## src/design/tsm_pkg.sv

```systemverilog
// shared constants, types and helpers of the tdm slot level meter
`timescale 1ns / 1ps

package tsm_pkg;

  localparam int MAX_SLOTS  = 8;
  localparam int SLOT_W     = 3;
  localparam int SCOUNT_W   = 4;
  localparam int SAMPLE_W   = 16;
  localparam int SQ_W       = 50;
  localparam int PROD_W     = 32;
  localparam int PEAK_W     = 16;
  localparam int CNT_W      = 20;
  localparam int CFG_IDX_W  = 2;
  localparam int CFG_DATA_W = 20;

  localparam logic [CFG_IDX_W-1:0] REG_SLOT_COUNT = 2'd0;
  localparam logic [CFG_IDX_W-1:0] REG_WINDOW     = 2'd1;

  localparam logic [SCOUNT_W-1:0] SLOT_COUNT_RESET = 4'd4;
  localparam logic [CNT_W-1:0]    WINDOW_RESET     = 20'd48000;

  localparam logic [CNT_W-1:0] CNT_MAX = {CNT_W{1'b1}};
  localparam logic [SQ_W-1:0]  SQ_MAX  = {SQ_W{1'b1}};

  typedef enum logic [3:0] {
    ST_IDLE   = 4'b0001,
    ST_SQUARE = 4'b0010,
    ST_ACCUM  = 4'b0100,
    ST_REPORT = 4'b1000
  } tsm_state_t;

  // one slot's accumulator set
  typedef struct packed {
    logic [SQ_W-1:0]   square_sum;
    logic [PEAK_W-1:0] peak;
    logic [CNT_W-1:0]  crossings;
    logic              prev_neg;
  } tsm_entry_t;

  // controls from the sequencer to the datapath
  typedef struct packed {
    logic              load_sample;
    logic              do_square;
    logic              write_entry;
    logic              clear_all;
    logic              load_out;
    logic              out_last;
    logic [SLOT_W-1:0] addr;
  } tsm_ctl_t;

  // zero means one slot, anything above the maximum saturates
  function automatic logic [SCOUNT_W-1:0] tsm_slots_in_use(input logic [SCOUNT_W-1:0] cnt);
    logic [SCOUNT_W-1:0] n;
    n = cnt;
    if (n == '0) begin
      n = SCOUNT_W'(1);
    end
    if (n > SCOUNT_W'(MAX_SLOTS)) begin
      n = SCOUNT_W'(MAX_SLOTS);
    end
    return n;
  endfunction

endpackage

```

## src/design/tsm_if.sv

```systemverilog
// handshake channel interfaces: samples in, report lines out, register writes
`timescale 1ns / 1ps

interface tsm_sample_if;
  import tsm_pkg::*;
  logic                       valid;
  logic                       ready;
  logic signed [SAMPLE_W-1:0] sample;
  modport source (output valid, output sample, input ready);
  modport sink   (input valid, input sample, output ready);
endinterface

interface tsm_report_if;
  import tsm_pkg::*;
  logic              valid;
  logic              ready;
  logic [SLOT_W-1:0] slot_index;
  logic [SQ_W-1:0]   square_sum;
  logic [PEAK_W-1:0] peak_magnitude;
  logic [CNT_W-1:0]  crossing_count;
  logic              last_of_report;
  modport source (output valid, output slot_index, output square_sum, output peak_magnitude,
                  output crossing_count, output last_of_report, input ready);
  modport sink   (input valid, input slot_index, input square_sum, input peak_magnitude,
                  input crossing_count, input last_of_report, output ready);
endinterface

interface tsm_cfg_if;
  import tsm_pkg::*;
  logic                  valid;
  logic                  ready;
  logic [CFG_IDX_W-1:0]  index;
  logic [CFG_DATA_W-1:0] data;
  modport source (output valid, output index, output data, input ready);
  modport sink   (input valid, input index, input data, output ready);
endinterface

```

## src/design/tdm_slot_level_meter_core.sv

```systemverilog
// top level of the tdm slot level meter: registers, output stage, submodules
//
// samples: one signed 16-bit sample per transfer, slots interleaved in frame
//   order; the block tracks the slot position itself.
// reports: at the end of every window_frames frames, one line per slot in use
//   (slot index, sum of squares, peak magnitude, sign-change count), the final
//   line flagged by last_of_report.
// cfg: register writes (0 slot_count, 1 window_frames), always ready; write
//   only while no sample is in flight and no report is pending.
// timing: a sample is accepted, squared in the next cycle and accumulated in
//   the one after; samples ready stays low until the accumulate is done, so
//   no new sample is taken before the last is through the single multiply/accumulate unit.
// at a window end the report lines are walked in slot order, each loaded into
//   the output register when it is free, after the accumulate of the last sample.
// if reports stalls, the line holds in the output register and the walk over
//   the slots waits; no samples are taken until the last line is registered.
// reset (rst, synchronous) clears all accumulators, signs, slot and frame
//   counts and restores slot_count 4 and window_frames 48000 at once.
`timescale 1ns / 1ps

module tdm_slot_level_meter_core
  import tsm_pkg::*;
(
  input  logic                clk,
  input  logic                rst,
  tsm_sample_if.sink          samples,
  tsm_report_if.source        reports,
  tsm_cfg_if.sink             cfg
);

  logic [SCOUNT_W-1:0] slot_count;
  logic [CNT_W-1:0]    window_frames;
  tsm_ctl_t            ctl;
  tsm_entry_t          rd_entry;
  tsm_entry_t          wr_entry;
  logic                out_free;

  assign cfg.ready = 1'b1;

  always_ff @(posedge clk) begin
    if (rst) begin
      slot_count    <= SLOT_COUNT_RESET;
      window_frames <= WINDOW_RESET;
    end else if (cfg.valid) begin
      case (cfg.index)
        REG_SLOT_COUNT: slot_count    <= cfg.data[SCOUNT_W-1:0];
        REG_WINDOW:     window_frames <= cfg.data[CNT_W-1:0];
        default: ;
      endcase
    end
  end

  assign out_free = !reports.valid || reports.ready;

  always_ff @(posedge clk) begin
    if (rst) begin
      reports.valid <= 1'b0;
    end else if (ctl.load_out) begin
      reports.valid <= 1'b1;
    end else if (reports.ready) begin
      reports.valid <= 1'b0;
    end
  end

  always_ff @(posedge clk) begin
    if (ctl.load_out) begin
      reports.slot_index     <= ctl.addr;
      reports.square_sum     <= rd_entry.square_sum;
      reports.peak_magnitude <= rd_entry.peak;
      reports.crossing_count <= rd_entry.crossings;
      reports.last_of_report <= ctl.out_last;
    end
  end

  tsm_ctrl u_ctrl (
    .clk           (clk),
    .rst           (rst),
    .in_valid      (samples.valid),
    .in_ready      (samples.ready),
    .out_free      (out_free),
    .slot_count    (slot_count),
    .window_frames (window_frames),
    .ctl           (ctl)
  );

  tsm_arith u_arith (
    .clk      (clk),
    .ctl      (ctl),
    .raw      (samples.sample),
    .rd_entry (rd_entry),
    .wr_entry (wr_entry)
  );

  tsm_bank u_bank (
    .clk      (clk),
    .rst      (rst),
    .ctl      (ctl),
    .wr_entry (wr_entry),
    .rd_entry (rd_entry)
  );

endmodule

```

## src/design/tsm_arith.sv

```systemverilog
// shared arithmetic unit: magnitude, square and saturating accumulator update
`timescale 1ns / 1ps

module tsm_arith
  import tsm_pkg::*;
(
  input  logic                clk,
  input  tsm_ctl_t            ctl,
  input  logic [SAMPLE_W-1:0] raw,
  input  tsm_entry_t          rd_entry,
  output tsm_entry_t          wr_entry
);

  logic [PEAK_W-1:0] mag;
  logic              neg;
  logic [PROD_W-1:0] product;
  logic [SQ_W:0]     sum;

  always_ff @(posedge clk) begin
    if (ctl.load_sample) begin
      neg <= raw[SAMPLE_W-1];
      mag <= raw[SAMPLE_W-1] ? (~raw + SAMPLE_W'(1)) : raw;
    end
    if (ctl.do_square) begin
      product <= {16'b0, mag} * {16'b0, mag};
    end
  end

  always_comb begin
    sum = {1'b0, rd_entry.square_sum} + {{(SQ_W + 1 - PROD_W){1'b0}}, product};
    wr_entry.square_sum = sum[SQ_W] ? SQ_MAX : sum[SQ_W-1:0];
    wr_entry.peak       = (mag > rd_entry.peak) ? mag : rd_entry.peak;
    wr_entry.crossings  = rd_entry.crossings;
    if (neg != rd_entry.prev_neg && rd_entry.crossings != CNT_MAX) begin
      wr_entry.crossings = rd_entry.crossings + CNT_W'(1);
    end
    wr_entry.prev_neg = neg;
  end

endmodule

```

## src/design/tsm_bank.sv

```systemverilog
// per-slot accumulator registers with one addressed read/write port and clear
`timescale 1ns / 1ps

module tsm_bank
  import tsm_pkg::*;
(
  input  logic       clk,
  input  logic       rst,
  input  tsm_ctl_t   ctl,
  input  tsm_entry_t wr_entry,
  output tsm_entry_t rd_entry
);

  logic [SQ_W-1:0]   square_sums [MAX_SLOTS];
  logic [PEAK_W-1:0] peaks       [MAX_SLOTS];
  logic [CNT_W-1:0]  crossings   [MAX_SLOTS];
  logic              prev_negs   [MAX_SLOTS];

  always_ff @(posedge clk) begin
    if (rst) begin
      for (int i = 0; i < MAX_SLOTS; i++) begin
        square_sums[i] <= '0;
        peaks[i]       <= '0;
        crossings[i]   <= '0;
        prev_negs[i]   <= 1'b0;
      end
    end else if (ctl.clear_all) begin
      // signs survive the end of a window
      for (int i = 0; i < MAX_SLOTS; i++) begin
        square_sums[i] <= '0;
        peaks[i]       <= '0;
        crossings[i]   <= '0;
      end
    end else if (ctl.write_entry) begin
      square_sums[ctl.addr] <= wr_entry.square_sum;
      peaks[ctl.addr]       <= wr_entry.peak;
      crossings[ctl.addr]   <= wr_entry.crossings;
      prev_negs[ctl.addr]   <= wr_entry.prev_neg;
    end
  end

  always_comb begin
    rd_entry.square_sum = square_sums[ctl.addr];
    rd_entry.peak       = peaks[ctl.addr];
    rd_entry.crossings  = crossings[ctl.addr];
    rd_entry.prev_neg   = prev_negs[ctl.addr];
  end

endmodule

```

## src/design/tsm_ctrl.sv

```systemverilog
// sequencer: slot and frame tracking, per-sample steps and report line walk
`timescale 1ns / 1ps

module tsm_ctrl
  import tsm_pkg::*;
(
  input  logic                clk,
  input  logic                rst,
  input  logic                in_valid,
  output logic                in_ready,
  input  logic                out_free,
  input  logic [SCOUNT_W-1:0] slot_count,
  input  logic [CNT_W-1:0]    window_frames,
  output tsm_ctl_t            ctl
);

  tsm_state_t          state, state_next;
  logic [SLOT_W-1:0]   slot_position;
  logic [SLOT_W-1:0]   report_idx;
  logic [CNT_W-1:0]    frame_counter;
  logic [CNT_W-1:0]    frame_next;
  logic [SCOUNT_W-1:0] n;
  logic                frame_end;
  logic                report_due;
  logic                line_last;

  assign n          = tsm_slots_in_use(slot_count);
  assign frame_end  = ({1'b0, slot_position} + SCOUNT_W'(1)) >= n;
  assign frame_next = (frame_counter != CNT_MAX) ? frame_counter + CNT_W'(1) : frame_counter;
  assign report_due = frame_next >= window_frames;
  assign line_last  = ({1'b0, report_idx} + SCOUNT_W'(1)) == n;

  assign in_ready = (state == ST_IDLE);

  always_comb begin
    ctl.load_sample = (state == ST_IDLE) && in_valid;
    ctl.do_square   = (state == ST_SQUARE);
    ctl.write_entry = (state == ST_ACCUM);
    ctl.load_out    = (state == ST_REPORT) && out_free;
    ctl.out_last    = line_last;
    // accumulators clear on the same edge that takes the final line
    ctl.clear_all   = ctl.load_out && line_last;
    ctl.addr        = (state == ST_REPORT) ? report_idx : slot_position;
  end

  always_comb begin
    state_next = state;
    case (state)
      ST_IDLE: begin
        if (in_valid) begin
          state_next = ST_SQUARE;
        end
      end
      ST_SQUARE: state_next = ST_ACCUM;
      ST_ACCUM: begin
        state_next = (frame_end && report_due) ? ST_REPORT : ST_IDLE;
      end
      ST_REPORT: begin
        if (out_free && line_last) begin
          state_next = ST_IDLE;
        end
      end
      default: state_next = ST_IDLE;
    endcase
  end

  always_ff @(posedge clk) begin
    if (rst) begin
      state         <= ST_IDLE;
      slot_position <= '0;
      frame_counter <= '0;
      report_idx    <= '0;
    end else begin
      state <= state_next;
      if (state == ST_ACCUM) begin
        if (frame_end) begin
          slot_position <= '0;
          frame_counter <= report_due ? '0 : frame_next;
          report_idx    <= '0;
        end else begin
          slot_position <= slot_position + SLOT_W'(1);
        end
      end
      if (ctl.load_out && !line_last) begin
        report_idx <= report_idx + SLOT_W'(1);
      end
    end
  end

endmodule

```

## src/flat_wrapper.sv

```systemverilog
// flat-port wrapper written by rule: the top's interface ports become plain ports
module tdm_slot_level_meter_core_flat import tsm_pkg::*;
  (clk, rst, samples_valid, samples_sample, samples_ready, reports_valid, reports_slot_index, reports_square_sum, reports_peak_magnitude, reports_crossing_count, reports_last_of_report, reports_ready, cfg_valid, cfg_index, cfg_data, cfg_ready);
  tsm_sample_if samples_i ();
  tsm_report_if reports_i ();
  tsm_cfg_if cfg_i ();
  input  logic clk;
  input  logic rst;
  input wire logic [$bits(samples_i.valid)-1:0] samples_valid;
  input wire logic [$bits(samples_i.sample)-1:0] samples_sample;
  output wire logic [$bits(samples_i.ready)-1:0] samples_ready;
  output wire logic [$bits(reports_i.valid)-1:0] reports_valid;
  output wire logic [$bits(reports_i.slot_index)-1:0] reports_slot_index;
  output wire logic [$bits(reports_i.square_sum)-1:0] reports_square_sum;
  output wire logic [$bits(reports_i.peak_magnitude)-1:0] reports_peak_magnitude;
  output wire logic [$bits(reports_i.crossing_count)-1:0] reports_crossing_count;
  output wire logic [$bits(reports_i.last_of_report)-1:0] reports_last_of_report;
  input wire logic [$bits(reports_i.ready)-1:0] reports_ready;
  input wire logic [$bits(cfg_i.valid)-1:0] cfg_valid;
  input wire logic [$bits(cfg_i.index)-1:0] cfg_index;
  input wire logic [$bits(cfg_i.data)-1:0] cfg_data;
  output wire logic [$bits(cfg_i.ready)-1:0] cfg_ready;
  assign samples_i.valid = samples_valid;
  assign samples_i.sample = samples_sample;
  assign samples_ready = samples_i.ready;
  assign reports_valid = reports_i.valid;
  assign reports_slot_index = reports_i.slot_index;
  assign reports_square_sum = reports_i.square_sum;
  assign reports_peak_magnitude = reports_i.peak_magnitude;
  assign reports_crossing_count = reports_i.crossing_count;
  assign reports_last_of_report = reports_i.last_of_report;
  assign reports_i.ready = reports_ready;
  assign cfg_i.valid = cfg_valid;
  assign cfg_i.index = cfg_index;
  assign cfg_i.data = cfg_data;
  assign cfg_ready = cfg_i.ready;
  tdm_slot_level_meter_core u_core (.clk(clk), .rst(rst), .samples(samples_i), .reports(reports_i), .cfg(cfg_i));
endmodule
```

## config.mk

```make
export PLATFORM = sky130hd
export DESIGN_NAME = tdm_slot_level_meter_core_flat
export DESIGN_NICKNAME = d
export VERILOG_FILES = /design/src/design/tsm_pkg.sv /design/src/design/tsm_if.sv /design/src/design/tdm_slot_level_meter_core.sv /design/src/design/tsm_arith.sv /design/src/design/tsm_bank.sv /design/src/design/tsm_ctrl.sv /design/src/flat_wrapper.sv
export SDC_FILE = /design/constraint.sdc
export NUM_CORES = 2
export LEC_CHECK = 0
export ABC_AREA = 1
export BUFFER_PORTS_ARGS = -buffer_cell sky130_fd_sc_hd__buf_2
export CAP_MARGIN = 20
export CORE_ASPECT_RATIO = 1.25
export CORE_MARGIN = 2
export CORE_UTILIZATION = 36
export DETAILED_ROUTE_END_ITERATION = 8
export PLACE_DENSITY = 0.57
export SLEW_MARGIN = 10
export SYNTH_ARGS = -nofsm -noshare
export SYNTH_HDL_FRONTEND = slang
export SYNTH_SLANG_ARGS = --single-unit
```

## constraint.sdc

```tcl
create_clock -name clk -period 17 [get_ports clk]
set_input_delay 1.7 -clock clk [delete_from_list [all_inputs] [get_ports clk]]
set_output_delay 1.7 -clock clk [all_outputs]
set_load 0.01 [all_outputs]
```

# == After elaboration in Yosys (flattened, before gate mapping) ==
# Memories as Yosys holds them, arrays and structs flattened.
# Index checks and enable logic that the tools add are counted.
# W data, S select, Z words.
# totals
register_bits,194
latchBits,0
ramBits,696
rom_bits,0
in_bits,43
output_inout_bits,93
n_memories,4
# memory_table
memory,depth,width,read_ports,rd_ports_with_merged_regs,wr,line,text
u_core.u_bank.square_sums,8,50,1,0,8,tsm_bank.sv:14,logic [SQ_W-1:0] square_sums [MAX_SLOTS];
u_core.u_bank.crossings,8,20,1,0,8,tsm_bank.sv:16,logic [CNT_W-1:0] crossings [MAX_SLOTS];
u_core.u_bank.peaks,8,16,1,0,8,tsm_bank.sv:15,logic [PEAK_W-1:0] peaks [MAX_SLOTS];
u_core.u_bank.prev_negs,8,1,1,0,8,tsm_bank.sv:17,logic prev_negs [MAX_SLOTS];
# op_classes
addsub,8
n_mul,1
n_div,0
n_lt_le_gt_ge,4
n_eq_ne,11
shift,0
muxes,64
bitwise_logic,25
reduce_logical,24
# ops
operator,n
$mux W50,10
$mux W20,12
$mux W16,10
$add A50 B32 Y51,1
$reduce_or A50 Y1,1
$add A20 B1 Y20 const B,2
$ne A20 B20 Y1 const B,2
$mul A16 B16 Y32,1
$mux W3,9
$or A1 B1 Y1,24
$ge A20 B20 Y1,1
$mux W4,5
$reduce_or A20 Y1,1
$add A16 B1 Y16 const B,1
$gt A16 B16 Y1,1
$mux W1,16
$not A16 Y16,1
$pmux W4 S4,1
$reduce_or A16 Y1,1
$mux W15,1
$reduce_and A2 Y1,5
$add A3 B1 Y4 const B,2
$logic_and A1 B1 Y1,7
$add A3 B1 Y3 const B,2
17 further kinds,20

# == Logic depth before layout (Yosys ltp) ==
# depth
ltp_word,11
ltp_mapped,31
depth_no_buf,28

# == Modules after synthesis ==
# Synthesis repeated with hierarchy kept, for this count alone.
# unflattened
cells_unflattened,6417
area_unflattened_um2,52999.6
# modules_own_cells
mod,n_inst,cells_each,area_per_inst_um2,seq_area_each_um2
tsm_bank,1,3547,31793.0,20900.0
tsm_arith,1,2215,14816.7,1441.4
tdm_slot_level_meter_core,1,238,3741.1,3203.1
tsm_ctrl,1,417,2648.8,600.6

# == Worst setup path before layout ==
# No wires, ideal clock.
# synth_path
path_kind,input port to flip-flop
startpoint,in reports_ready
endpoint,mem u_core.u_bank.crossings[0][0] (enable)
t_arrival_ps,7799
required_time_ps,16553
path_slack_ps,8754
path_stages,6
n_path_buf,0
path_cell_list,nor2_1 nor2_1 nand2_1 nand2_1 inv_1 nand2_1
# synth_lines
element,line,text
"start, declared",flat_wrapper.sv:18,input wire logic [$bits(reports_i.ready)-1:0] reports_ready;
"end, declared",tsm_bank.sv:16,

# == Final worst setup path ==
# layout_path
startpoint,reg u_core.u_arith.mag[4]
endpoint,"reg u_core.u_arith.product[26], data pin"
# layout_via
elab_chain_cells,1
# layout_lines
element,line,text
"start, declared",tsm_arith.sv:14,logic [PEAK_W-1:0] mag;
"start signal, assigned",tsm_arith.sv:22,mag <= raw[SAMPLE_W-1] ? (~raw + SAMPLE_W'(1)) : raw;
$mul A16 B16 Y32,tsm_arith.sv:25,"product <= {16'b0, mag} * {16'b0, mag};"
"end signal, assigned",tsm_arith.sv:25,
"end, declared",tsm_arith.sv:16,logic [PROD_W-1:0] product;
# No other way between the ends.
# A chain may end at the register's enable or synchronous reset.

==> metrics <==
HP Start u_core.window_frames[1]; area added between synthesis and finish 11.0%; total number of vias 36400; Post-Syn Nets 5543; Logic pwr share 52.4%; Synth cell types 56; hold-fix buffers at CTS 0; htree depth 3; cell with the most instances after synthesis nand2_1; cell accounting for the most synthesized area edfxtp_1; drt first pass iters 6; Layout Utilization 40.2%; placed cell areas 51400 um^2; Setup crit end kind flop; critical path class reg2reg; register bit count reported by yosys 889; routability cong. 0.931; LEAKAGE 23.6 nW; arrival time at the worst endpoint 7.22 ns; Initial Utilization 36.2%; clock skew 0.0396 ns; number of flops mapped to enable cells by yosys 834; RSZ-0062 raised after global routing no; crit start category flop; Pint 0.00579 W; Final Cell Area 54400 um^2; largest net degree at the start of global routing 85; gr usage total 21.3%; Post-synth ARST share 0%; Data required, critical path 17.43 ns; Cells after Synth 5161; Reg clk slew, reported paths 0.06 ns; TritonCTS Buffers 94; worst-path maximum fanout 18; vias in the first global route 36800; max-cap violations 0; post-synth top area share 51.1%; final count of hold timing violations 0; Die Y 417 um; VDD IR-drop max 471 uV; Port Buffers 134; Die W 334 um; YS warnings 0; Routed wire per std cell 21.1 um; max-slew violation count 0; Slew HR 25.6%; Nets 5604; CTS tree done; Flop pwr share 27.5%; switching share of power 43.6%; syn_area_per_cell 9.50 um^2; post-route ant nets 0; setup TNS 0 ns; Clk network pwr share 20.1%; top_reg_cell synth edfxtp_1; Post-synth top cells nand2_1 (1336), edfxtp_1 (834), nor2_1 (768); Inserted Diodes 0; io pins 136; antenna violations before repair 3; final cell count without fillers 7052; DP Cell Count 6885; clk sinks 889; # rows 151; clk buf depth 3; post_cts resized 0; post-CTS setup buffer count 0; crit path from u_core.u_arith.mag[4]; register area share after synthesis 53.3%; Worst-Skew Late Latency 0.71 ns; Iteration-0 DRC Markers 3237; share of cells above drive strength 1 7.92%; global-route wire length before repair 225 mm; GR Overflow Total 0; residual DRC count 0; Tmin final 6.79 ns; R2R Path Start u_core.u_arith.mag[4]; DP HPWL 92.9 mm; Tightest Pin Transition 1.12 ns; Pwr per Cell Area 189 nW/um^2; Setup Viol. Count Final 0; final hold slack 0.460 ns; CTS root buf clkbuf_16; Syn Std Cell Area 49000 um^2; post-route clock period utilization 40.0%; Die ar. 139000 um^2; via density per instance 5.17; status completed; fmax 147 MHz; Hold WC Path Type reg2reg; total wire length 149 mm; top cells by area, synth edfxtp_1 (51%), nand2_1 (10%), fa_1 (6.7%); sw power 0.00447 W; Core Region 135000 um^2
-- per-layer routing --
layer	GRT usage [%]	part of all wire, %
met3	2.60	6.1
met5	0	0
met2	37.7	50
met1	26.7	41
met4	7.64	3.3
-- power by group through the flow --
stage	logic (W)	clock network [W]	registers, W
6_report	0.00538	0.00206	0.00282
5_1_grt	0.00610	0.00217	0.00283
4_1_cts	0.00544	0.00209	0.00282
3_5_place_dp	0.00540	0	0.00286
3_3_place_gp	0.00536	0	0.00286
2_1_floorplan	0.00382	0	0.00281
-- critical path, cell delays in order (launching register included) --
cell      delay, ns
edfxtp_1       0.98
nand2_1        0.19
fa_1           0.60
fa_1           0.56
inv_1          0.05
fa_1           0.53
fa_1           0.44
fa_1           0.54
inv_1          0.05
fa_1           0.53
inv_1          0.04
ha_1           0.34
a21oi_1        0.20
o21ai_0        0.10
a21oi_1        0.30
o21ai_0        0.24
a21oi_1        0.31
o21ai_0        0.19
a21oi_1        0.19
xnor2_1        0.10
-- stage by stage --
step / total power, W / setup slack, ns
global placement: 0.00822 / 10.21
detailed placement: 0.00826 / 10.19
global route: 0.0111 / 9.60
finish: 0.0103 / 10.21
floorplan: 0.00663 / 8.75
CTS: 0.0103 / 10.18
-- final cells by class --
| type | instances | area [um^2] |
|---|---|---|
| clock inverter | 48 | 493 |
| timing repair buffer | 180 | 1020 |
| clock buffer | 119 | 2500 |
| tap | 1759 | 2200 |
| inverter | 670 | 2530 |
| multi-input combinational | 3387 | 19500 |
| fill | 13300 | 80900 |
| sequential | 889 | 26100 |
-- logic make-up (layout without fill, tap and decap cells) --
| logic type | count (synthesis) | count (layout) | synth area share (%) |
|---|---|---|---|
| compound gates | 571 | 571 | 7.14 |
| xor+xnor | 112 | 112 | 2.02 |
| fa+ha+maj | 339 | 339 | 11.2 |
| buf+inv | 885 | 1017 | 7.07 |
| flops | 889 | 889 | 53.3 |
| mux | 1 | 1 | 0.0230 |
| other cells | 1 | 1 | 0.00765 |
| simple gates | 2363 | 2363 | 19.2 |
-- placed cells by master, fill, tap and decap left out, drive strengths merged, types with 11 or more instances in the layout --
cell / count
nor3: 34
a22o: 25
nand2: 1363
a21oi: 256
a22oi: 108
a221oi: 19
clkinv: 34
ha: 175
dfxtp: 55
buf: 180
o21ai: 86
o21a: 11
nor2: 783
xnor2: 33
o22ai: 19
nand4: 57
nand3: 94
edfxtp: 834
inv: 672
clkbuf: 119
xor2: 79
fa: 164
nor4: 11
-- worst paths after layout --
kind	endpoint	slack, ns	cells after the start
setup / recovery	u_core.u_arith.product[26]	10.21	19
hold / removal	u_core.window_frames[1]	0.46	2
setup reg to reg	u_core.u_arith.product[26]	10.21	19
hold reg to reg	u_core.window_frames[1]	0.46	2
-- registers in the layout, summed over array words and instances (netlist names), 4 cells and up --
register,flops
u_core.u_ctrl.frame_counter,20
u_core.u_bank.prev_negs,8
u_core.reports.crossing_count,20
u_core.reports.peak_magnitude,16
u_core.reports.square_sum,50
u_core.slot_count,4
u_core.u_bank.peaks,128
u_core.u_ctrl.state,4
u_core.u_bank.crossings,160
u_core.u_arith.product,31
u_core.window_frames,20
u_core.u_bank.square_sums,400
u_core.u_arith.mag,16
No activity file was read; power rests on OpenSTA's default activity.
